$ cat src/design/lpc_pkg.sv
// ----------------------------------------------------------------------------
// lpc_pkg: shared types, constants and AES helper functions
// Holds the payload structs, the S-box and the round helpers for the cipher.
// ----------------------------------------------------------------------------
package lpc_pkg;

   typedef struct packed {
      logic [7:0]  payload_byte;
      logic        first_byte;
      logic        last_byte;
      logic [31:0] dev_address;
      logic        downlink;
      logic [31:0] frame_counter;
   } req_type;

   typedef struct packed {
      logic [7:0] cipher_byte;
      logic       frame_end;
   } rsp_type;

   // item classified by the front part
   typedef struct packed {
      logic [7:0]   payload_byte;
      logic         last_byte;
      logic         new_block;
      logic [3:0]   position;
      logic [127:0] a_block;
   } job_type;

   localparam logic [1:0] REG_KEY_HIGH = 2'd0;
   localparam logic [1:0] REG_KEY_LOW  = 2'd1;
   localparam logic [7:0] A_BLOCK_TAG  = 8'h01;
   localparam int         AES_ROUNDS   = 10;
   // nominal frame size; longer frames keep going with a wrapping block counter
   localparam int         MAX_FRAME_BYTES = 256;

   function automatic logic [7:0] sbox(input logic [7:0] x);
      logic [7:0] t [256];
      t = '{
 8'h63,8'h7c,8'h77,8'h7b,8'hf2,8'h6b,8'h6f,8'hc5,8'h30,8'h01,8'h67,8'h2b,8'hfe,8'hd7,8'hab,8'h76,
 8'hca,8'h82,8'hc9,8'h7d,8'hfa,8'h59,8'h47,8'hf0,8'had,8'hd4,8'ha2,8'haf,8'h9c,8'ha4,8'h72,8'hc0,
 8'hb7,8'hfd,8'h93,8'h26,8'h36,8'h3f,8'hf7,8'hcc,8'h34,8'ha5,8'he5,8'hf1,8'h71,8'hd8,8'h31,8'h15,
 8'h04,8'hc7,8'h23,8'hc3,8'h18,8'h96,8'h05,8'h9a,8'h07,8'h12,8'h80,8'he2,8'heb,8'h27,8'hb2,8'h75,
 8'h09,8'h83,8'h2c,8'h1a,8'h1b,8'h6e,8'h5a,8'ha0,8'h52,8'h3b,8'hd6,8'hb3,8'h29,8'he3,8'h2f,8'h84,
 8'h53,8'hd1,8'h00,8'hed,8'h20,8'hfc,8'hb1,8'h5b,8'h6a,8'hcb,8'hbe,8'h39,8'h4a,8'h4c,8'h58,8'hcf,
 8'hd0,8'hef,8'haa,8'hfb,8'h43,8'h4d,8'h33,8'h85,8'h45,8'hf9,8'h02,8'h7f,8'h50,8'h3c,8'h9f,8'ha8,
 8'h51,8'ha3,8'h40,8'h8f,8'h92,8'h9d,8'h38,8'hf5,8'hbc,8'hb6,8'hda,8'h21,8'h10,8'hff,8'hf3,8'hd2,
 8'hcd,8'h0c,8'h13,8'hec,8'h5f,8'h97,8'h44,8'h17,8'hc4,8'ha7,8'h7e,8'h3d,8'h64,8'h5d,8'h19,8'h73,
 8'h60,8'h81,8'h4f,8'hdc,8'h22,8'h2a,8'h90,8'h88,8'h46,8'hee,8'hb8,8'h14,8'hde,8'h5e,8'h0b,8'hdb,
 8'he0,8'h32,8'h3a,8'h0a,8'h49,8'h06,8'h24,8'h5c,8'hc2,8'hd3,8'hac,8'h62,8'h91,8'h95,8'he4,8'h79,
 8'he7,8'hc8,8'h37,8'h6d,8'h8d,8'hd5,8'h4e,8'ha9,8'h6c,8'h56,8'hf4,8'hea,8'h65,8'h7a,8'hae,8'h08,
 8'hba,8'h78,8'h25,8'h2e,8'h1c,8'ha6,8'hb4,8'hc6,8'he8,8'hdd,8'h74,8'h1f,8'h4b,8'hbd,8'h8b,8'h8a,
 8'h70,8'h3e,8'hb5,8'h66,8'h48,8'h03,8'hf6,8'h0e,8'h61,8'h35,8'h57,8'hb9,8'h86,8'hc1,8'h1d,8'h9e,
 8'he1,8'hf8,8'h98,8'h11,8'h69,8'hd9,8'h8e,8'h94,8'h9b,8'h1e,8'h87,8'he9,8'hce,8'h55,8'h28,8'hdf,
 8'h8c,8'ha1,8'h89,8'h0d,8'hbf,8'he6,8'h42,8'h68,8'h41,8'h99,8'h2d,8'h0f,8'hb0,8'h54,8'hbb,8'h16};
      return t[x];
   endfunction

   function automatic logic [7:0] xtime(input logic [7:0] v);
      return {v[6:0], 1'b0} ^ (v[7] ? 8'h1b : 8'h00);
   endfunction

   // byte i of a 128-bit word sits at bits 127-8i .. 120-8i
   function automatic logic [7:0] byte_of(input logic [127:0] w, input int i);
      return w[127 - 8*i -: 8];
   endfunction

   // one AES round: SubBytes, ShiftRows, MixColumns unless last, AddRoundKey
   function automatic logic [127:0] aes_round(input logic [127:0] s,
                                              input logic [127:0] rk,
                                              input logic last);
      logic [7:0]   t [16];
      logic [7:0]   a0, a1, a2, a3, all;
      logic [127:0] r;
      for (int c = 0; c < 4; c++)
         for (int i = 0; i < 4; i++)
            t[i + 4*c] = sbox(byte_of(s, i + 4*((c + i) % 4)));
      if (!last) begin
         for (int c = 0; c < 4; c++) begin
            a0 = t[4*c]; a1 = t[4*c+1]; a2 = t[4*c+2]; a3 = t[4*c+3];
            all = a0 ^ a1 ^ a2 ^ a3;
            t[4*c]   = a0 ^ all ^ xtime(a0 ^ a1);
            t[4*c+1] = a1 ^ all ^ xtime(a1 ^ a2);
            t[4*c+2] = a2 ^ all ^ xtime(a2 ^ a3);
            t[4*c+3] = a3 ^ all ^ xtime(a3 ^ a0);
         end
      end
      for (int i = 0; i < 16; i++)
         r[127 - 8*i -: 8] = t[i];
      return r ^ rk;
   endfunction

   // next round key from the previous one
   function automatic logic [127:0] key_step(input logic [127:0] k,
                                             input logic [7:0] rc);
      logic [31:0] w0, w1, w2, w3, g;
      {w0, w1, w2, w3} = k;
      g  = {sbox(w3[23:16]) ^ rc, sbox(w3[15:8]), sbox(w3[7:0]), sbox(w3[31:24])};
      w0 = w0 ^ g;
      w1 = w1 ^ w0;
      w2 = w2 ^ w1;
      w3 = w3 ^ w2;
      return {w0, w1, w2, w3};
   endfunction

   function automatic logic [7:0] rcon(input logic [3:0] r);
      logic [7:0] v;
      unique case (r)
         4'd1:    v = 8'h01;
         4'd2:    v = 8'h02;
         4'd3:    v = 8'h04;
         4'd4:    v = 8'h08;
         4'd5:    v = 8'h10;
         4'd6:    v = 8'h20;
         4'd7:    v = 8'h40;
         4'd8:    v = 8'h80;
         4'd9:    v = 8'h1b;
         4'd10:   v = 8'h36;
         default: v = 8'h00;
      endcase
      return v;
   endfunction

endpackage

$ cat src/design/lpc_queue.sv
// ----------------------------------------------------------------------------
// lpc_queue: two-entry job queue
// Decouples the front end from the cipher back end.
// ----------------------------------------------------------------------------
module lpc_queue import lpc_pkg::*; (
   input  logic    clock,
   input  logic    reset,
   input  logic    in_valid,
   output logic    in_stall,
   input  job_type in_data,
   output logic    out_valid,
   input  logic    out_stall,
   output job_type out_data
);

   job_type    mem_ff [2];
   logic       wptr_ff, rptr_ff;
   logic [1:0] cnt_ff;
   logic       push, pop;

   assign in_stall  = (cnt_ff == 2'd2);
   assign out_valid = (cnt_ff != 2'd0);
   assign out_data  = mem_ff[rptr_ff];
   assign push      = in_valid && !in_stall;
   assign pop       = out_valid && !out_stall;

   // store entry
   always_ff @(posedge clock) begin
      if (push) begin
         mem_ff[wptr_ff] <= in_data;
      end
   end

   // advance pointers and count
   always_ff @(posedge clock) begin
      if (reset) begin
         wptr_ff <= 1'b0;
         rptr_ff <= 1'b0;
         cnt_ff  <= 2'd0;
      end else begin
         if (push) wptr_ff <= !wptr_ff;
         if (pop)  rptr_ff <= !rptr_ff;
         cnt_ff <= cnt_ff + {1'b0, push} - {1'b0, pop};
      end
   end

endmodule

$ cat config.mk
export PLATFORM = sky130hd
export DESIGN_NAME = lpc_queue
export DESIGN_NICKNAME = d
export VERILOG_FILES = /design/src/design/lpc_pkg.sv /design/src/design/lpc_queue.sv
export SDC_FILE = /design/constraint.sdc
export NUM_CORES = 1
export LEC_CHECK = 0
export BUFFER_PORTS_ARGS = -buffer_cell sky130_fd_sc_hd__buf_2
export CORE_MARGIN = 2
export CORE_UTILIZATION = 42
export DETAILED_ROUTE_END_ITERATION = 8
export GPL_ROUTABILITY_DRIVEN = 0
export PLACE_DENSITY = 0.69
export SLEW_MARGIN = 20
export SYNTH_ARGS = -nofsm -noshare
export SYNTH_HDL_FRONTEND = slang
export SYNTH_SLANG_ARGS = --single-unit
$ cat constraint.sdc
create_clock -name clock -period 4.6 [get_ports clock]
set_input_delay 0.23 -clock clock [delete_from_list [all_inputs] [get_ports clock]]
set_output_delay 0.23 -clock clock [all_outputs]
set_load 0.02 [all_outputs]
[After elaboration in Yosys (flattened, before gate mapping)]
Memory sizes are Yosys's and may differ from the RTL's. A register that Yosys moved wholly into a read port is not among the register bits.
Cells that the tools add are included.
Operators by class
  add/subtract/negate cells: 2
  equality and inequality tests: 1
  multiplexer cells: 4
  reduce and logical (&&, ||, !) cells: 7
Operator list (count)
  $logic_not A1 Y1: 4
  $mux W1: 4
  $add A2 B1 Y2: 1
  $eq A2 B2 Y1 const B: 1
  $logic_and A1 B1 Y1: 2
  $reduce_bool A2 Y1: 1
  $sub A2 B1 Y2: 1
Storage, ports and cells
  register bits after elaboration: 4
  memory bits (writable): 284
  word-level logic and storage cells: 18
  memories: 1
Memory list
  mem_ff: words 2, width 142, rd ports 1, clocked after Yosys merged registers in 1, write ports 1, RTL line lpc_queue.sv:16  | job_type mem_ff [2];

[Longest topological paths before layout]
  depth after elaboration: 5
  mapped depth: 8
  depth with buffers taken out: 8

[Worst setup path after synthesis]
No wires, ideal clock.
  path kind: register to register
  start: register cnt_ff[0]
  end: memory mem_ff[1][0] in the netlist's numbering (enable)
  arrival: 3776 ps
  slack: 305 ps
  stages on the path, launching flop included: 3
  path buffers: 0
  period minus slack after synthesis: 4295 ps
  cell sequence: dfxtp_1 nand2b_1 and3_1
On the way
  word-level cells in the longest chain between the ends: 5
Ends and longest elaborated chain
  start, declared: RTL line lpc_queue.sv:18  | logic [1:0] cnt_ff;
  start signal, assigned: RTL line lpc_queue.sv:43  | cnt_ff <= cnt_ff + {1'b0, push} - {1'b0, pop};
  $eq A2 B2 Y1: RTL line lpc_queue.sv:21  | assign in_stall = (cnt_ff == 2'd2);
  $logic_not A1 Y1: RTL line lpc_queue.sv:24  | assign push = in_valid && !in_stall;
  $logic_and A1 B1 Y1: RTL line lpc_queue.sv:24
  $mux W1: RTL line lpc_queue.sv:29  | if (push) begin
  $mux W1 (implied by the code): RTL line lpc_queue.sv:30  | mem_ff[wptr_ff] <= in_data;
  end, declared: RTL line lpc_queue.sv:16
Every way passes these cells.

==> results.md <==
- Mapped Area: 10800 sq um
- Ratio of cells with drive above 1 in the final layout: 50.7%
- # rows: 58
- DP HPWL: 13100 um
- Nets: 1070
- Area Growth Syn to Fin: 38.4%
- Clock buffer depth: 3
- Sum of negative setup slack: 0 ps
- Via density: 4.63
- Critical path peak fanout: 44
- Seq/Total Area, Yosys: about four fifths
- Number of fill cells: 1819
- Die width: 164 um
- Hold Crit Class: in -> reg
- Max_slew headroom: approximately two fifths
- H-tree levels: 1
- Height of the chip: 164 um
- Avg WL per Cell: 16.8 um
- Crit path DAT: ~2600 ps
- Sequential cell area: 8630 sq um
- P_leak: 0.00578 uW
- DRT Pass-1 Iters: 4
- Yosys reg bits: 289
- CTS tree: done
- Largest net degree at the start of global routing: 93
- Antenna violations before repair: 1
- RSZ-0062 raised after global routing: false
- Grt ovf: 0
- Boundary pin count: 290
- Fin util: 59.4%
- Syn Nets: 618
- Status: finished clean
- Final hold viol count: 0
- Post-CTS resize count: 0
- CTS Buf Count: 29
- Initial core utilization: 42.9%
- Drc violations: 0
- Data required, critical path: 4370 ps
- Worst skew pair latency: 540 ps
- Yosys cell types: 18
- WHS: ~47 ps
- Crit path capture type: output pin
- Crit path launch type: register
- Vias in the first global route: 6187
- Worst-path clk slew: 60 ps
- Worst Tran Pin Value: about 900 ps
- 1st-iter DRT viols: 321
- Via count: 5902
- Power Dens Cells: 516 nW/um^2
- Setup Slack @ Placement: about 2100 ps
- Final Power: 7720 uW
- Clock skew: 14.9 ps
- ANT nets after route: 0
- Die footprint: 27000 sq um
- Multi-input logic area: 2020 sq um
- Mapped Cells: 470
- Max Slew Vio Count: 0
- Global-route wire length before repair: between 30000 and 40000 um
- VDD IR-drop max: 0.369 mV
- Final setup margin: 1800 ps
- Number of port buffers: 289
- Max-Cap Viols: 0
- Routed WL: 21500 um
- Max Clk Rate: between 0.3 and 0.4 GHz
- Gr usage total: approximately 15%
- Crit path time final: between 2000 and 3000 ps
- CP Class: reg -> out
- Mean Syn Cell Area: around 23 sq um
- Final setup vio count: 0
- Yosys warning total: 0
- Core ar.: 25200 sq um
- Fin crit share: 60.9%
- Clk sinks: 289
- CTS Root Cell: clkbuf_16
final cells by class:
type	instances	share of cell area (%)
clock buffer	43	5.41
antenna	1	0.0167
sequential	289	57.7
tap	330	2.76
inverter	5	0.159
clock inverter	11	0.753
timing repair buffer	437	19.7
multi-input combinational	160	13.5
logic make-up after synthesis:
| group | share of synthesized area [%] |
|---|---|
| simple gates | 0.429 |
| buf+inv | 1.49 |
| mux | 17.6 |
| compound gates | 0.232 |
| fa+ha+maj | 0.232 |
| xor+xnor | 0.162 |
| flops | 79.9 |
cell usage after synthesis:
cell type	n	area (sq um)
o21ai_0	2	10.0
buf_6	10	113
nor2_1	3	11.3
or3_1	2	12.5
nand2_1	1	3.75
buf_2	6	30.0
xor2_1	1	8.76
mux2_4	80	1200
and3_1	1	6.26
a21oi_1	3	15.0
dfxtp_1	5	100
mux2_2	62	698
xnor2_1	1	8.76
ha_1	2	25.0
nor2b_1	1	6.26
inv_1	5	18.8
nand2b_1	1	6.26
edfxtp_1	284	8530
per-layer routing:
metal	vias to the layer above	routed length (um)	GRT usage, %
li1	2769	-	-
met1	2853	8620	18.7
met2	233	10400	26.1
met3	47	1870	4.72
met4	0	567	4.86
met5	-	0	0
placed cells by master (no fill, tap or decap), types with 2 or more instances in the layout:
master         synthesis  routed
a21oi_1                3       3
buf_12                 0       2
buf_2                  6     289
buf_4                  0       3
bufinv_16              0       2
clkbuf_1               0      11
clkbuf_16              0      29
clkbuf_8               0       3
clkinv_1               0       3
clkinv_2               0       2
clkinvlp_4             0       3
dfxtp_1                5       4
dlygate4sd3_1          0     143
edfxtp_1             284     284
ha_1                   2       2
inv_1                  5       4
inv_6                  0       2
mux2_2                62      62
mux2_4                80      80
nor2_1                 3       3
o21ai_0                2       2
or3_1                  2       2
report_power, final:
part           total [uW]  switching [uW]  internal (uW)
Sequential           3440             137           3310
Combinational        2040            1130            914
Clock                2240             915           1320
registers in the layout, indices dropped and copies added (netlist names), named ones only:
| register | flops |
|---|---|
| mem_ff | 284 |
| rptr_ff | 1 |
| wptr_ff | 1 |
| cnt_ff | 2 |
critical path: stages (launching register included):
cell and delay (ps):
dfxtp_4 890, buf_4 560, mux2_2 400, buf_2 160
worst paths after layout:
check,startpoint,end,slack [ps],cells after the start
max reg2reg,cnt_ff[0],mem_ff[0][75],2080,5
min reg2reg,wptr_ff,wptr_ff,520,2
max,register,out_data[141],1800,3
min,out_stall,register,50,3
metrics by stage:
| stage | instances | area, sq um |
|---|---|---|
| after global routing | 1276 | 15000 |
| after global placement | 1078 | 12600 |
| after detailed placement | 1078 | 12600 |
| final | 1276 | 15000 |
| after CTS | 1275 | 14900 |
| after floorplan | 470 | 10800 |
repair_timing:
item | in CTS | in global routing
buffers inserted | 0 | 0
hold buffers | 143 | 0
endpoints found under the hold margin | 289 | 0
No activity file was read; power rests on OpenSTA's default activity.
