[src/design/lpc_pkg.sv]
// ----------------------------------------------------------------------------
// lpc_pkg: shared types, constants and AES helper functions
// Holds the payload structs, the S-box and the round helpers for the cipher.
// ----------------------------------------------------------------------------
package lpc_pkg;

   typedef struct packed {
      logic [7:0]  payload_byte;
      logic        first_byte;
      logic        last_byte;
      logic [31:0] dev_address;
      logic        downlink;
      logic [31:0] frame_counter;
   } req_type;

   typedef struct packed {
      logic [7:0] cipher_byte;
      logic       frame_end;
   } rsp_type;

   // item classified by the front part
   typedef struct packed {
      logic [7:0]   payload_byte;
      logic         last_byte;
      logic         new_block;
      logic [3:0]   position;
      logic [127:0] a_block;
   } job_type;

   localparam logic [1:0] REG_KEY_HIGH = 2'd0;
   localparam logic [1:0] REG_KEY_LOW  = 2'd1;
   localparam logic [7:0] A_BLOCK_TAG  = 8'h01;
   localparam int         AES_ROUNDS   = 10;
   // nominal frame size; longer frames keep going with a wrapping block counter
   localparam int         MAX_FRAME_BYTES = 256;

   function automatic logic [7:0] sbox(input logic [7:0] x);
      logic [7:0] t [256];
      t = '{
 8'h63,8'h7c,8'h77,8'h7b,8'hf2,8'h6b,8'h6f,8'hc5,8'h30,8'h01,8'h67,8'h2b,8'hfe,8'hd7,8'hab,8'h76,
 8'hca,8'h82,8'hc9,8'h7d,8'hfa,8'h59,8'h47,8'hf0,8'had,8'hd4,8'ha2,8'haf,8'h9c,8'ha4,8'h72,8'hc0,
 8'hb7,8'hfd,8'h93,8'h26,8'h36,8'h3f,8'hf7,8'hcc,8'h34,8'ha5,8'he5,8'hf1,8'h71,8'hd8,8'h31,8'h15,
 8'h04,8'hc7,8'h23,8'hc3,8'h18,8'h96,8'h05,8'h9a,8'h07,8'h12,8'h80,8'he2,8'heb,8'h27,8'hb2,8'h75,
 8'h09,8'h83,8'h2c,8'h1a,8'h1b,8'h6e,8'h5a,8'ha0,8'h52,8'h3b,8'hd6,8'hb3,8'h29,8'he3,8'h2f,8'h84,
 8'h53,8'hd1,8'h00,8'hed,8'h20,8'hfc,8'hb1,8'h5b,8'h6a,8'hcb,8'hbe,8'h39,8'h4a,8'h4c,8'h58,8'hcf,
 8'hd0,8'hef,8'haa,8'hfb,8'h43,8'h4d,8'h33,8'h85,8'h45,8'hf9,8'h02,8'h7f,8'h50,8'h3c,8'h9f,8'ha8,
 8'h51,8'ha3,8'h40,8'h8f,8'h92,8'h9d,8'h38,8'hf5,8'hbc,8'hb6,8'hda,8'h21,8'h10,8'hff,8'hf3,8'hd2,
 8'hcd,8'h0c,8'h13,8'hec,8'h5f,8'h97,8'h44,8'h17,8'hc4,8'ha7,8'h7e,8'h3d,8'h64,8'h5d,8'h19,8'h73,
 8'h60,8'h81,8'h4f,8'hdc,8'h22,8'h2a,8'h90,8'h88,8'h46,8'hee,8'hb8,8'h14,8'hde,8'h5e,8'h0b,8'hdb,
 8'he0,8'h32,8'h3a,8'h0a,8'h49,8'h06,8'h24,8'h5c,8'hc2,8'hd3,8'hac,8'h62,8'h91,8'h95,8'he4,8'h79,
 8'he7,8'hc8,8'h37,8'h6d,8'h8d,8'hd5,8'h4e,8'ha9,8'h6c,8'h56,8'hf4,8'hea,8'h65,8'h7a,8'hae,8'h08,
 8'hba,8'h78,8'h25,8'h2e,8'h1c,8'ha6,8'hb4,8'hc6,8'he8,8'hdd,8'h74,8'h1f,8'h4b,8'hbd,8'h8b,8'h8a,
 8'h70,8'h3e,8'hb5,8'h66,8'h48,8'h03,8'hf6,8'h0e,8'h61,8'h35,8'h57,8'hb9,8'h86,8'hc1,8'h1d,8'h9e,
 8'he1,8'hf8,8'h98,8'h11,8'h69,8'hd9,8'h8e,8'h94,8'h9b,8'h1e,8'h87,8'he9,8'hce,8'h55,8'h28,8'hdf,
 8'h8c,8'ha1,8'h89,8'h0d,8'hbf,8'he6,8'h42,8'h68,8'h41,8'h99,8'h2d,8'h0f,8'hb0,8'h54,8'hbb,8'h16};
      return t[x];
   endfunction

   function automatic logic [7:0] xtime(input logic [7:0] v);
      return {v[6:0], 1'b0} ^ (v[7] ? 8'h1b : 8'h00);
   endfunction

   // byte i of a 128-bit word sits at bits 127-8i .. 120-8i
   function automatic logic [7:0] byte_of(input logic [127:0] w, input int i);
      return w[127 - 8*i -: 8];
   endfunction

   // one AES round: SubBytes, ShiftRows, MixColumns unless last, AddRoundKey
   function automatic logic [127:0] aes_round(input logic [127:0] s,
                                              input logic [127:0] rk,
                                              input logic last);
      logic [7:0]   t [16];
      logic [7:0]   a0, a1, a2, a3, all;
      logic [127:0] r;
      for (int c = 0; c < 4; c++)
         for (int i = 0; i < 4; i++)
            t[i + 4*c] = sbox(byte_of(s, i + 4*((c + i) % 4)));
      if (!last) begin
         for (int c = 0; c < 4; c++) begin
            a0 = t[4*c]; a1 = t[4*c+1]; a2 = t[4*c+2]; a3 = t[4*c+3];
            all = a0 ^ a1 ^ a2 ^ a3;
            t[4*c]   = a0 ^ all ^ xtime(a0 ^ a1);
            t[4*c+1] = a1 ^ all ^ xtime(a1 ^ a2);
            t[4*c+2] = a2 ^ all ^ xtime(a2 ^ a3);
            t[4*c+3] = a3 ^ all ^ xtime(a3 ^ a0);
         end
      end
      for (int i = 0; i < 16; i++)
         r[127 - 8*i -: 8] = t[i];
      return r ^ rk;
   endfunction

   // next round key from the previous one
   function automatic logic [127:0] key_step(input logic [127:0] k,
                                             input logic [7:0] rc);
      logic [31:0] w0, w1, w2, w3, g;
      {w0, w1, w2, w3} = k;
      g  = {sbox(w3[23:16]) ^ rc, sbox(w3[15:8]), sbox(w3[7:0]), sbox(w3[31:24])};
      w0 = w0 ^ g;
      w1 = w1 ^ w0;
      w2 = w2 ^ w1;
      w3 = w3 ^ w2;
      return {w0, w1, w2, w3};
   endfunction

   function automatic logic [7:0] rcon(input logic [3:0] r);
      logic [7:0] v;
      unique case (r)
         4'd1:    v = 8'h01;
         4'd2:    v = 8'h02;
         4'd3:    v = 8'h04;
         4'd4:    v = 8'h08;
         4'd5:    v = 8'h10;
         4'd6:    v = 8'h20;
         4'd7:    v = 8'h40;
         4'd8:    v = 8'h80;
         4'd9:    v = 8'h1b;
         4'd10:   v = 8'h36;
         default: v = 8'h00;
      endcase
      return v;
   endfunction

endpackage

[src/design/lpc_front.sv]
// ----------------------------------------------------------------------------
// lpc_front: frame tracking and A-block builder
// Latches the frame fields, counts the byte position and block counter, and
// turns each accepted byte into a job for the cipher back end.
// ----------------------------------------------------------------------------
module lpc_front import lpc_pkg::*; (
   input  logic    clock,
   input  logic    reset,
   input  logic    req_valid,
   output logic    req_stall,
   input  req_type req_data,
   output logic    job_valid,
   input  logic    job_stall,
   output job_type job_data
);

   logic [3:0]  pos_ff, pos_in;
   logic [7:0]  bctr_ff, bctr_in;
   logic [31:0] addr_ff, addr_in, fcnt_ff, fcnt_in;
   logic        dir_ff, dir_in;
   logic        accept;
   logic [3:0]  pos_use;
   logic [7:0]  bctr_use;

   assign req_stall = job_stall;
   assign job_valid = req_valid;
   assign accept    = req_valid && !job_stall;

   // select latched or fresh frame fields
   always_comb begin
      addr_in  = req_data.first_byte ? req_data.dev_address   : addr_ff;
      dir_in   = req_data.first_byte ? req_data.downlink      : dir_ff;
      fcnt_in  = req_data.first_byte ? req_data.frame_counter : fcnt_ff;
      bctr_use = req_data.first_byte ? 8'd1 : bctr_ff;
      pos_use  = req_data.first_byte ? 4'd0 : pos_ff;
      bctr_in  = (pos_use == 4'd0) ? bctr_use + 8'd1 : bctr_use;
      pos_in   = req_data.last_byte ? 4'd0 : pos_use + 4'd1;
   end

   // build the job
   always_comb begin
      job_data.payload_byte = req_data.payload_byte;
      job_data.last_byte    = req_data.last_byte;
      job_data.new_block    = (pos_use == 4'd0);
      job_data.position     = pos_use;
      job_data.a_block      = {A_BLOCK_TAG, 32'd0, 7'd0, dir_in,
                               addr_in[7:0], addr_in[15:8], addr_in[23:16], addr_in[31:24],
                               fcnt_in[7:0], fcnt_in[15:8], fcnt_in[23:16], fcnt_in[31:24],
                               8'd0, bctr_use};
   end

   // advance frame state on accept
   always_ff @(posedge clock) begin
      if (reset) begin
         pos_ff  <= 4'd0;
         bctr_ff <= 8'd1;
         addr_ff <= 32'd0;
         dir_ff  <= 1'b0;
         fcnt_ff <= 32'd0;
      end else if (accept) begin
         pos_ff  <= pos_in;
         bctr_ff <= bctr_in;
         addr_ff <= addr_in;
         dir_ff  <= dir_in;
         fcnt_ff <= fcnt_in;
      end
   end

endmodule

[config.mk]
export PLATFORM = sky130hd
export DESIGN_NAME = lpc_front
export DESIGN_NICKNAME = d
export VERILOG_FILES = /design/src/design/lpc_pkg.sv /design/src/design/lpc_front.sv
export SDC_FILE = /design/constraint.sdc
export NUM_CORES = 1
export LEC_CHECK = 0
export BUFFER_PORTS_ARGS = -buffer_cell sky130_fd_sc_hd__buf_2
export CAP_MARGIN = 20
export CORE_MARGIN = 2
export CORE_UTILIZATION = 30
export CTS_CLUSTER_DIAMETER = 50
export CTS_CLUSTER_SIZE = 28
export DETAILED_ROUTE_END_ITERATION = 12
export GPL_TIMING_DRIVEN = 0
export MAX_ROUTING_LAYER = met4
export PLACE_DENSITY_LB_ADDON = 0.25
export RECOVER_POWER = 25
export REMOVE_ABC_BUFFERS = 1
export SETUP_SLACK_MARGIN = 0.1
export SYNTH_ARGS = -nofsm -noshare
export SYNTH_HDL_FRONTEND = slang
export SYNTH_SLANG_ARGS = --single-unit
[constraint.sdc]
create_clock -name clock -period 3.04 [get_ports clock]
set_input_delay 0.456 -clock clock [delete_from_list [all_inputs] [get_ports clock]]
set_output_delay 0.456 -clock clock [all_outputs]
set_load 0.05 [all_outputs]
# --- Yosys cells after proc, flatten, opt, wreduce, memory -nomap -nowiden ---
# Index checks and enable logic that the tools add are counted.
# Widths: inputs -> output; s select.
op_classes:
  addsub: 2
  mux: 7
  n_reduce_logical: 3
op_table:
  columns: ["cell", "n"]
  rows:
  - ["$mux 32", 2]
  - ["$mux 8", 2]
  - ["$add 8x1->8 const B", 1]
  - ["$mux 4", 2]
  - ["$add 4x1->4 const B", 1]
  - ["$logic_not 4->1", 1]
  - ["$logic_and 1x1->1", 1]
  - ["$logic_not 1->1", 1]
  - ["$mux 1", 1]
totals:
  ff_bits: 77
  input_bits: 79
  output_inout_bits: 144
  elab_cells: 17

# --- Depth between registers and ports, before layout ---
# Gate-level depths: netlist of run 1.
depth:
  ltp_word: 3
  mapped_depth: 10
  depth_no_buf: 7

# --- Worst setup path after synthesis of run 1 ---
# OpenSTA, ideal clock, no wires.
synth_path:
  path_type: "input-to-output"
  startpoint: "input port req_data[66] (netlist bit)"
  endpoint: "output port job_data[132] (netlist bit)"
  arrival_time_ns: 2.352
  t_required_ns: 2.584
  path_slack_ns: 0.232
  cell_stages: 7
  path_buffers: 3
  cell_sequence: "buf_6 > buf_2 > buf_2 > nor2b_1 > inv_1 > ha_1 > and2_1"
synth_lines:
  columns: ["element", "line", "text"]
  rows:
  - ["start, declared", "lpc_front.sv:11", "input req_type req_data,"]
  - ["end, declared", "lpc_front.sv:14", "output job_type job_data"]

==> results.json, run 1 <==
{
  "report.final.hold_viol_count": 0,
  "clock_sink_count": 77,
  "gr_usage_total_pct": 13.5,
  "clk_pin_slew_worst_paths_ps": 60,
  "timing.critical_path.required_ps": 2580,
  "first_global_vias": 3522,
  "postLayoutCellArea_um2": 5240,
  "cts_buffers": 9,
  "post_cts_resized": 0,
  "post_synth_num_cell_types": 35,
  "clock_tree.buffer_depth": 2,
  "worst_skew_pair.late_latency_ps": 330,
  "wl_per_cell_um": 12.5,
  "timing.critical_path.cells": "buf_4 > buf_12 > nor2b_1 > inv_1 > ha_1 > and2_0 > buf_2",
  "rr_startpoint": "bctr_ff[1]$_SDFFE_PP0P_",
  "max_slew_margin_pct": 57.8,
  "worst_r2r_endpoint": "bctr_ff[6]$_SDFFE_PP0P_",
  "final_layout_size_suffix_gt1_share_pct": 33.3,
  "fin_crit_ps": 2660,
  "leakage_nw": 2.26,
  "synthCells": 520,
  "die_height_um": 124,
  "place.detailed.hpwl_mm": 7.33,
  "clock.fmax_ghz": 0.376,
  "post-route-drc-count": 0,
  "critPathCapture": "job_data[132]",
  "setup_repair_after_global_routing_missed_its_margin": "false",
  "tightestPinTransition_ps": 633,
  "post-route-period-util_pct": 87.6,
  "clk_root_buffer_cell": "clkbuf_16",
  "synth.avg_cell_area_um2": 8.29,
  "vdd_ir_drop_max_v": 0.000275,
  "worst_r2r_path_depth": 6,
  "total_of_max_cap_violations": 0,
  "synth-seq-area-share_pct": 35.8,
  "crit_arrival_ps": 2210,
  "ys_async_sr_fraction_pct": 0,
  "fin_worst_hold_slack_ps": 367,
  "finalCoreUtilization_pct": 37.6,
  "area_growth_syn_to_layout_pct": 21.5,
  "placed_area_um2": 4930,
  "power-per-cell-area_nw_per_um2": 567,
  "grt_pass1_wl_mm": 16.1,
  "pin_count_of_the_biggest_net_entering_global_routing": 50,
  "drt_iter0_markers": 234,
  "antennaDiodeCount": 0,
  "number_of_antenna_violations_at_the_first_check_in_global_routing": 0,
  "cts_tree": "done",
  "worstSetupPathType": "in2out",
  "rows": 43,
  "mappedNetlistArea_um2": 4310,
  "clock_h_tree_levels": 3,
  "power_w": 0.00297,
  "outcome": "finished clean",
  "overflow": 0,
  "start_util_pct": 30.9,
  "cp_slowest_cell": "buf_4",
  "chipWidth_um": 124,
  "design.final.nets": 722,
  "finalWeightedCongestion": 0.704,
  "count_of_hold_fix_buffers_inserted_at_cts": 0,
  "cp_slowest_stage_delay_ps": 450,
  "ys.warnings.count": 0,
  "io-pin-count": 223,
  "setup_violations": 0,
  "floorplan.die_area_um2": 15300,
  "cp-start-kind": "primary input",
  "worstHoldPathType": "in2reg",
  "drtPass1Iterations": 4,
  "fin_skew_ps": 2.97,
  "post_drt_via_cell_ratio": 4.45,
  "postSynthRegisterBits": 77,
  "cts.repair_timing.setup_buffer_count": 0,
  "port_buffers": 151,
  "finalMaxSlewViolations": 0,
  "setup.worst_path.start": "req_data[66]",
  "synth-edff-count": 0,
  "vias": 3669,
  "core-area_um2": 13900,
  "cp_max_fo": 49,
  "endpoint_kind": "output port",
  "synth-main-ff-cell": "dfxtp_1",
  "drt.antenna.violating_nets": 0,
  "ff2ff_setup_slack_ps": 1260,
  "totalWireLength_mm": 10.3
}
## power by group
| part | internal, W | leakage [nW] | switching (W) | total (W) |
|---|---|---|---|---|
| logic | 0.000166 | 1.47 | 0.000525 | 0.000690 |
| clock network | 0.000799 | 0.169 | 0.000422 | 0.00122 |
| registers | 0.00104 | 0.625 | 0.0000166 | 0.00106 |
| total | 0.00201 | 2.26 | 0.000964 | 0.00297 |
## metal layers
metal  up-vias  routed length (um)  share of wire, %  track usage (%)
met5         -                   0                 0                -
met4         0                 125               1.2             4.83
met2       126                5140                50             23.4
met3        10                 667               6.5             3.66
li1       1833                   -                 -                -
met1      1700                4380                42             14.9
## synthesized netlist by cell type (all sizes together) (4+ instances only)
library cell	count	area share, %
mux2	65	17
clkbuf	15	1.3
xnor2	4	0.81
nor2	8	0.70
nand3b	4	0.70
nor2b	13	1.9
dfxtp	77	36
o21ai	4	0.46
nand2	137	12
buf	86	14
a21oi	71	8.2
## worst max-delay path, delay by kind of cell
kind	cells	cell delay [ps]
adder cells (fa/ha/maj)	1	220
AND/OR/NAND/NOR	2	360
buffers and inverters	4	1140
## flip-flops by register name, summed over array words and instances, names as in the netlist
| register | count |
|---|---|
| fcnt_ff | 32 |
| addr_ff | 32 |
| bctr_ff | 8 |
| pos_ff | 4 |
| dir_ff | 1 |
## kinds of logic after synthesis
group                      after synthesis  share of synthesized area, %
AOI/OAI and AO/OA                       81                          9.87
xor gates and xnor gates                 6                          1.22
adders and majority gates                3                         0.871
buffers and inverters                  103                          15.9
DFF                                     77                          35.8
muxes                                   65                          17.0
other                                    2                         0.174
and+or+nand+nor                        183                          19.3
## cell type report
cell class	instances	area, um^2
Sequential cell	77	1540
Inverter	2	7.51
Multi-Input combinational cell	393	2280
Clock buffer	9	225
Clock inverter	7	114
Tap cell	180	225
Timing Repair Buffer	157	840
Fill cell	1470	8700
## metrics by stage
stage / setup TNS, ps / instances / setup WS (ps)
4_1_cts: 0 / 825 / 384
3_5_place_dp: 0 / 809 / 343
2_1_floorplan: 0 / 472 / 648
6_report: 0 / 825 / 377
3_3_place_gp: -151790 / 803 / -2330
5_1_grt: 0 / 825 / 207
## how the worst min path moves through the flow
stage,from,end,cells past startpoint
finish,req_data[32],dir_ff$_SDFFE_PP0P_,3
global placement,fcnt_ff[25]$_SDFFE_PP0P_,fcnt_ff[25]$_SDFFE_PP0P_,2
global route,req_data[9],fcnt_ff[9]$_SDFFE_PP0P_,3
floorplan,addr_ff[0]$_SDFFE_PP0P_,addr_ff[0]$_SDFFE_PP0P_,2
CTS,req_data[31],fcnt_ff[31]$_SDFFE_PP0P_,3
detailed placement,dir_ff$_SDFFE_PP0P_,dir_ff$_SDFFE_PP0P_,2
## cell usage in the layout, fill, tap and decap left out, drive strengths merged, types with 2 or more instances in the layout
master,netlist,final
nand4,3,3
dfxtp,77,77
nor2,8,8
conb,2,55
clkinv,0,4
xor2,2,2
nand2,137,137
clkbuf,15,38
mux2,65,65
nor2b,13,13
nand3b,4,4
nand2b,3,3
xnor2,4,4
and3b,3,3
a21oi,71,71
nand3,3,3
ha,3,3
o21ai,4,4
inv,2,2
or2,2,2
bufinv,0,3
buf,86,128
No activity file was read; power rests on OpenSTA's default activity.
==> inputs of run 2 (changes only) <==
--- a/config.mk
+++ b/config.mk
@@ -12,7 +12,7 @@
 export CTS_CLUSTER_DIAMETER = 50
 export CTS_CLUSTER_SIZE = 28
 export DETAILED_ROUTE_END_ITERATION = 12
-export GPL_TIMING_DRIVEN = 0
+export GPL_TIMING_DRIVEN = 1
 export MAX_ROUTING_LAYER = met4
 export PLACE_DENSITY_LB_ADDON = 0.25
 export RECOVER_POWER = 25
==> run 2 against run 1 <==
  * Combinational power fell by 0.9%
  * Setup slack improved by 100 ps
  * Clock skew rose by 3.4 ps
==> results.json, run 2 (same netlist as run 1, synthesis figures left out) <==
{
  "clock_tree.buffer_depth": 2,
  "fin_worst_hold_slack_ps": 368,
  "report.final.hold_viol_count": 0,
  "rows": 43,
  "power_w": 0.00286,
  "endpoint_kind": "register",
  "setup_repair_after_global_routing_missed_its_margin": "false",
  "gr_usage_total_pct": 13.6,
  "clock_h_tree_levels": 3,
  "buf_inv_stages_crit_path": 3,
  "first_global_vias": 3298,
  "post_cts_resized": 0,
  "largestRegisters": "addr_ff: 32 flops, fcnt_ff: 32 flops, bctr_ff: 8 flops",
  "timing.critical_path.cells": "buf_4 > buf_4 > and3b_1 > buf_12 > nand2_1 > a21oi_1",
  "antennaDiodeCount": 0,
  "worstHoldPathType": "in2reg",
  "final_setup_tns_ps": 0,
  "fin_ws_ps": 482,
  "tightestPinTransition_ps": 1280,
  "final_common_cell": "nand2_1",
  "place_worst_setup_slack_ps": 474,
  "finalMaxSlewViolations": 0,
  "fin_skew_ps": 6.35,
  "vdd_ir_drop_max_v": 0.000273,
  "power_switching_share_pct": 33.3,
  "total_of_max_cap_violations": 0,
  "switching_power_w": 0.000952,
  "post-route-drc-count": 0,
  "wl_per_cell_um": 12.6,
  "drt_iter0_markers": 174,
  "overflow": 0,
  "vias": 3663,
  "leakage_nw": 2.27,
  "clk_pin_slew_worst_paths_ps": 60,
  "cp_max_fo": 54,
  "cts_buffers": 9,
  "fillerInstances": 1466,
  "crit_arrival_ps": 2810,
  "max_slew_margin_pct": 14.7,
  "setup_violations": 0,
  "cp_slowest_stage_delay_ps": 1030,
  "outcome": "finished clean",
  "post_drt_via_cell_ratio": 4.45,
  "fin_crit_ps": 2560,
  "final_layout_size_suffix_gt1_share_pct": 35.2,
  "post-route-period-util_pct": 84.1,
  "clock.fmax_ghz": 0.391,
  "port_buffers": 151,
  "count_of_hold_fix_buffers_inserted_at_cts": 0,
  "number_of_antenna_violations_at_the_first_check_in_global_routing": 0,
  "power.combinational.fraction_pct": 23.9,
  "worst_path_most_repeated_cell": "buf_4",
  "design.final.nets": 723,
  "worst_skew_pair.late_latency_ps": 330,
  "pin_count_of_the_biggest_net_entering_global_routing": 55,
  "cts.repair_timing.setup_buffer_count": 0,
  "cp_slowest_cell": "and3b_1",
  "core-area_um2": 13900,
  "worstSetupPathType": "in2reg",
  "totalWireLength_mm": 10.4,
  "p_int_w": 0.00191,
  "io-pin-count": 223,
  "grt_pass1_wl_mm": 15.8,
  "drtPass1Iterations": 4,
  "clock_sink_count": 77,
  "place.detailed.hpwl_mm": 7.42,
  "final_cell_mix": "nand2_1, buf_2, dfxtp_1",
  "critPathTopFamily": "simple AND/OR/NAND/NOR gates",
  "timing.critical_path.required_ps": 3300,
  "area_growth_syn_to_layout_pct": 19.9,
  "drt.antenna.violating_nets": 0,
  "die_height_um": 124,
  "cts_tree": "done",
  "cp-start-kind": "primary input",
  "power.share.clock_pct": 39.1,
  "floorplan.die_area_um2": 15300,
  "p_seq_share_pct": 37.0,
  "finalWeightedCongestion": 0.741,
  "start_util_pct": 30.9,
  "power-per-cell-area_nw_per_um2": 554,
  "clk_root_buffer_cell": "clkbuf_16",
  "chipWidth_um": 124
}
## run 2: cell count changes in the layout (fill, tap and decap cells not counted), moves of 2 or more
cell and delta:
buf_2 +14, clkbuf_1 -14, buf_4 +6, buf_12 -2, buf_8 -2
## run 2: routing by layer
metal  wire, um  vias up  track usage [%]
met5          0        -                -
met4        148        0             5.11
met3        676       14             3.62
met2       5100      123             22.6
met1       4460     1687             15.6
li1           -     1839                -
## run 2: worst register-to-register path, cell delays in order (launching register included)
cell      delay, ps
dfxtp_1         330
nor2b_1         180
inv_1           100
ha_1            230
nor4bb_1        450
nand3_1         170
xnor2_1         210
nor2_1           60
## run 2: power by group through the flow
stage / Combinational, W / Sequential [W] / Clock (W)
global placement: 0.000683 / 0.00108 / 0
CTS: 0.000690 / 0.00106 / 0.00116
floorplan: 0.000506 / 0.00107 / 0
finish: 0.000684 / 0.00106 / 0.00112
global route: 0.000727 / 0.00106 / 0.00121
detailed placement: 0.000688 / 0.00108 / 0
## run 2: layout make-up
class                   instances  area [um^2]  share of cell area, %
repair buffers                158          805                   15.6
clock buffers                   9          225                   4.36
inverters                       2         7.51                  0.145
well taps                     180          225                   4.36
multi-input cells             393         2280                   44.2
flip-flops and latches         77         1540                   29.8
clock inverters                 5         77.6                   1.50
## run 2: through the flow
step,area [um^2],utilization [%],std cells
floorplan,3830,-,472
global placement,4880,35.0,810
detailed placement,4880,35.0,810
CTS,5180,37.2,824
global route,5160,37.1,824
finish,5160,37.1,824
## run 2: worst paths after layout
check	start	end	slack, ps	depth (start not counted)
max	req_data[66]	fcnt_ff[15]$_SDFFE_PP0P_	480	6
min reg2reg	fcnt_ff[17]$_SDFFE_PP0P_	fcnt_ff[17]$_SDFFE_PP0P_	450	2
max reg2reg	pos_ff[1]$_SDFFE_PP0P_	bctr_ff[4]$_SDFFE_PP0P_	1190	7
min	req_data[25]	fcnt_ff[25]$_SDFFE_PP0P_	370	3
==> inputs of run 3 (changes only) <==
--- a/config.mk
+++ b/config.mk
@@ -5,6 +5,7 @@
 export SDC_FILE = /design/constraint.sdc
 export NUM_CORES = 1
 export LEC_CHECK = 0
+export ABC_AREA = 1
 export BUFFER_PORTS_ARGS = -buffer_cell sky130_fd_sc_hd__buf_2
 export CAP_MARGIN = 20
 export CORE_MARGIN = 2
==> constraint.sdc (replaced) <==
create_clock -name clock -period 2.3 [get_ports clock]
set_input_delay 0.345 -clock clock [delete_from_list [all_inputs] [get_ports clock]]
set_output_delay 0.345 -clock clock [all_outputs]
set_load 0.05 [all_outputs]
==> run 3 against run 2 <==
  * Sequential cell count is the same
  * Sequential share of layout area grew 0.39 points
  * Clock-buffer cell count grew 5
  * Clock power grew 19%
  * Utilization shrank 0.48 points
  * First-iteration DRC count shrank 15%
  * Register-to-register slack lost 330 ps
  * Non-clock buffer count shrank 2
  * Combinational power grew 38%
  * Setup slack lost 120 ps
  * Final area shrank 1.3%
  * Critical endpoint is now job_data[132]
==> results.json, run 3 <==
{
  "clk_root_buffer_cell": "clkbuf_16",
  "postSynthRegisterBits": 77,
  "finalMaxSlewViolations": 0,
  "grt_pass1_wl_mm": 15.5,
  "max_slew_margin_pct": 21.6,
  "synth_top_cell_by_area": "dfxtp_1",
  "port_buffers": 151,
  "rows": 43,
  "post_drt_via_cell_ratio": 4.22,
  "totalWireLength_mm": 9.64,
  "fin_crit_ps": 1940,
  "post_synth_xor_area_fraction_pct": 0.407,
  "power-per-cell-area_nw_per_um2": 724,
  "cp_max_fo": 4,
  "synthDominantCellAreaShare_pct": 35.8,
  "synth.avg_cell_area_um2": 6.86,
  "drt_iter0_markers": 148,
  "post_synth_num_cell_types": 23,
  "worstHoldPathType": "in2reg",
  "count_of_hold_fix_buffers_inserted_at_cts": 0,
  "post-route-period-util_pct": 84.3,
  "setup_repair_after_global_routing_missed_its_margin": "false",
  "muxShareOfSynthArea_pct": 0,
  "post_cts_resized": 0,
  "synthCells": 628,
  "endpoint_kind": "output port",
  "synth_compound_area_share_pct": 24.3,
  "ys.warnings.count": 0,
  "first_global_vias": 3302,
  "drtPass1Iterations": 4,
  "placed_area_um2": 4860,
  "area_growth_syn_to_layout_pct": 18.4,
  "start_util_pct": 30.9,
  "total_of_max_cap_violations": 0,
  "floorplan.die_area_um2": 15300,
  "leakage_nw": 2.43,
  "finalWeightedCongestion": 0.721,
  "synth-main-ff-cell": "dfxtp_1",
  "io-pin-count": 223,
  "wl_per_cell_um": 10.4,
  "worst_skew_pair.late_latency_ps": 330,
  "most_numerous_cell_in_the_yosys_netlist": "o21ai_0",
  "worstSetupPathType": "reg2out",
  "post_synth_fa_ha_maj_area_fraction_pct": 0.871,
  "gr_usage_total_pct": 13.2,
  "clock_sink_count": 77,
  "design.final.nets": 826,
  "mappedNetlistArea_um2": 4310,
  "place.detailed.hpwl_mm": 6.81,
  "fillerInstances": 1554,
  "place_worst_setup_slack_ps": 351,
  "crit_arrival_ps": 1590,
  "clock.fmax_ghz": 0.516,
  "cp-start-kind": "register",
  "largestRegisters": "addr_ff: 32 flops, fcnt_ff: 32 flops, bctr_ff: 8 flops",
  "timing.critical_path.required_ps": 1960,
  "setup_violations": 0,
  "finalCoreUtilization_pct": 36.6,
  "number_of_antenna_violations_at_the_first_check_in_global_routing": 1,
  "vdd_ir_drop_max_v": 0.000505,
  "report.final.hold_viol_count": 0,
  "clock_tree.buffer_depth": 2,
  "cts_tree": "done",
  "chipWidth_um": 124,
  "drt.antenna.violating_nets": 0,
  "placedCellCount": 913,
  "ff2ff_setup_slack_ps": 860,
  "ys_async_sr_fraction_pct": 0,
  "synth.top_cells.by_area": "dfxtp_1, o21ai_0, buf_4, nand2_1, a21oi_1",
  "fin_cells": 929,
  "outcome": "finished clean",
  "clock_h_tree_levels": 3,
  "fin_skew_ps": 4.55,
  "fin_ws_ps": 362,
  "final_layout_size_suffix_gt1_share_pct": 23.7,
  "die_height_um": 124,
  "main_combinational_cell_family_by_area_after_synthesis": "buffers and inverters",
  "post-route-drc-count": 0,
  "pin_count_of_the_biggest_net_entering_global_routing": 87,
  "final_common_cell": "buf_2",
  "postLayoutCellArea_um2": 5100,
  "synth-edff-count": 0,
  "core-area_um2": 13900,
  "cts_buffers": 9,
  "overflow": 0,
  "final_cell_mix": "buf_2, o21ai_0, nand2_1",
  "cts.repair_timing.setup_buffer_count": 0,
  "yosys.area_share.simple_pct": 13.6,
  "vias": 3919,
  "tightestPinTransition_ps": 1180,
  "clk_pin_slew_worst_paths_ps": 60,
  "final_setup_tns_ps": 0,
  "synth_top_cells_by_count": "o21ai_0, nand2_1, inv_1",
  "synth-seq-area-share_pct": 35.8
}
## run 3: worst max-delay path, stage by stage, from the launching register on
cell	delay [ps]
dfxtp_1	370
inv_1	50
nor2_1	160
inv_1	80
ha_1	240
nand2_1	90
nor2_2	50
buf_2	200
## run 3: worst paths after layout
kind | endpoint | from | cells past startpoint
max reg2reg | bctr_ff[4]$_SDFFE_PP0P_ | pos_ff[0]$_SDFFE_PP0P_ | 9
min | addr_ff[15]$_SDFFE_PP0P_ | req_data[48] | 3
max | job_data[132] | pos_ff[0]$_SDFFE_PP0P_ | 7
min reg2reg | addr_ff[18]$_SDFFE_PP0P_ | addr_ff[18]$_SDFFE_PP0P_ | 2
## run 3: final cells by class
| cell class | count | area [um^2] | share of cell area [%] |
|---|---|---|---|
| multi-input combinational | 405 | 1880 | 36.9 |
| sequential | 77 | 1540 | 30.2 |
| inverter | 95 | 357 | 6.99 |
| clock inverter | 1 | 5.00 | 0.0982 |
| tap | 180 | 225 | 4.42 |
| antenna | 1 | 2.50 | 0.0491 |
| clock buffer | 14 | 274 | 5.37 |
| timing repair buffer | 156 | 812 | 15.9 |
## run 3: power by group
part	internal [W]	leakage [nW]	switching (W)
sequential	0.00140	0.629	0.0000160
combinational	0.000187	1.66	0.000758
clock	0.000812	0.139	0.000518
## run 3: metrics by stage
step / hold WS [ps] / total power (W)
2_1_floorplan: 414 / 0.00213
3_3_place_gp: 436 / 0.00240
3_5_place_dp: 440 / 0.00240
4_1_cts: 284 / 0.00377
5_1_grt: 299 / 0.00389
6_report: 306 / 0.00369
## run 3: metal layers
layer	vias up	part of all wire, %	GRT usage, %	wire length, um
li1	2099	-	-	-
met5	-	0	-	0
met2	160	43	20.3	4130
met4	0	0.85	3.62	82
met1	1652	47	15.9	4530
met3	8	9.4	5.45	902
## run 3: cell families after synthesis
group	Yosys count
XOR/XNOR	2
adder cells (fa/ha/maj)	3
flip-flops	77
AND/OR/NAND/NOR	137
other	2
buffers and inverters	199
AO/OA/AOI/OAI	208
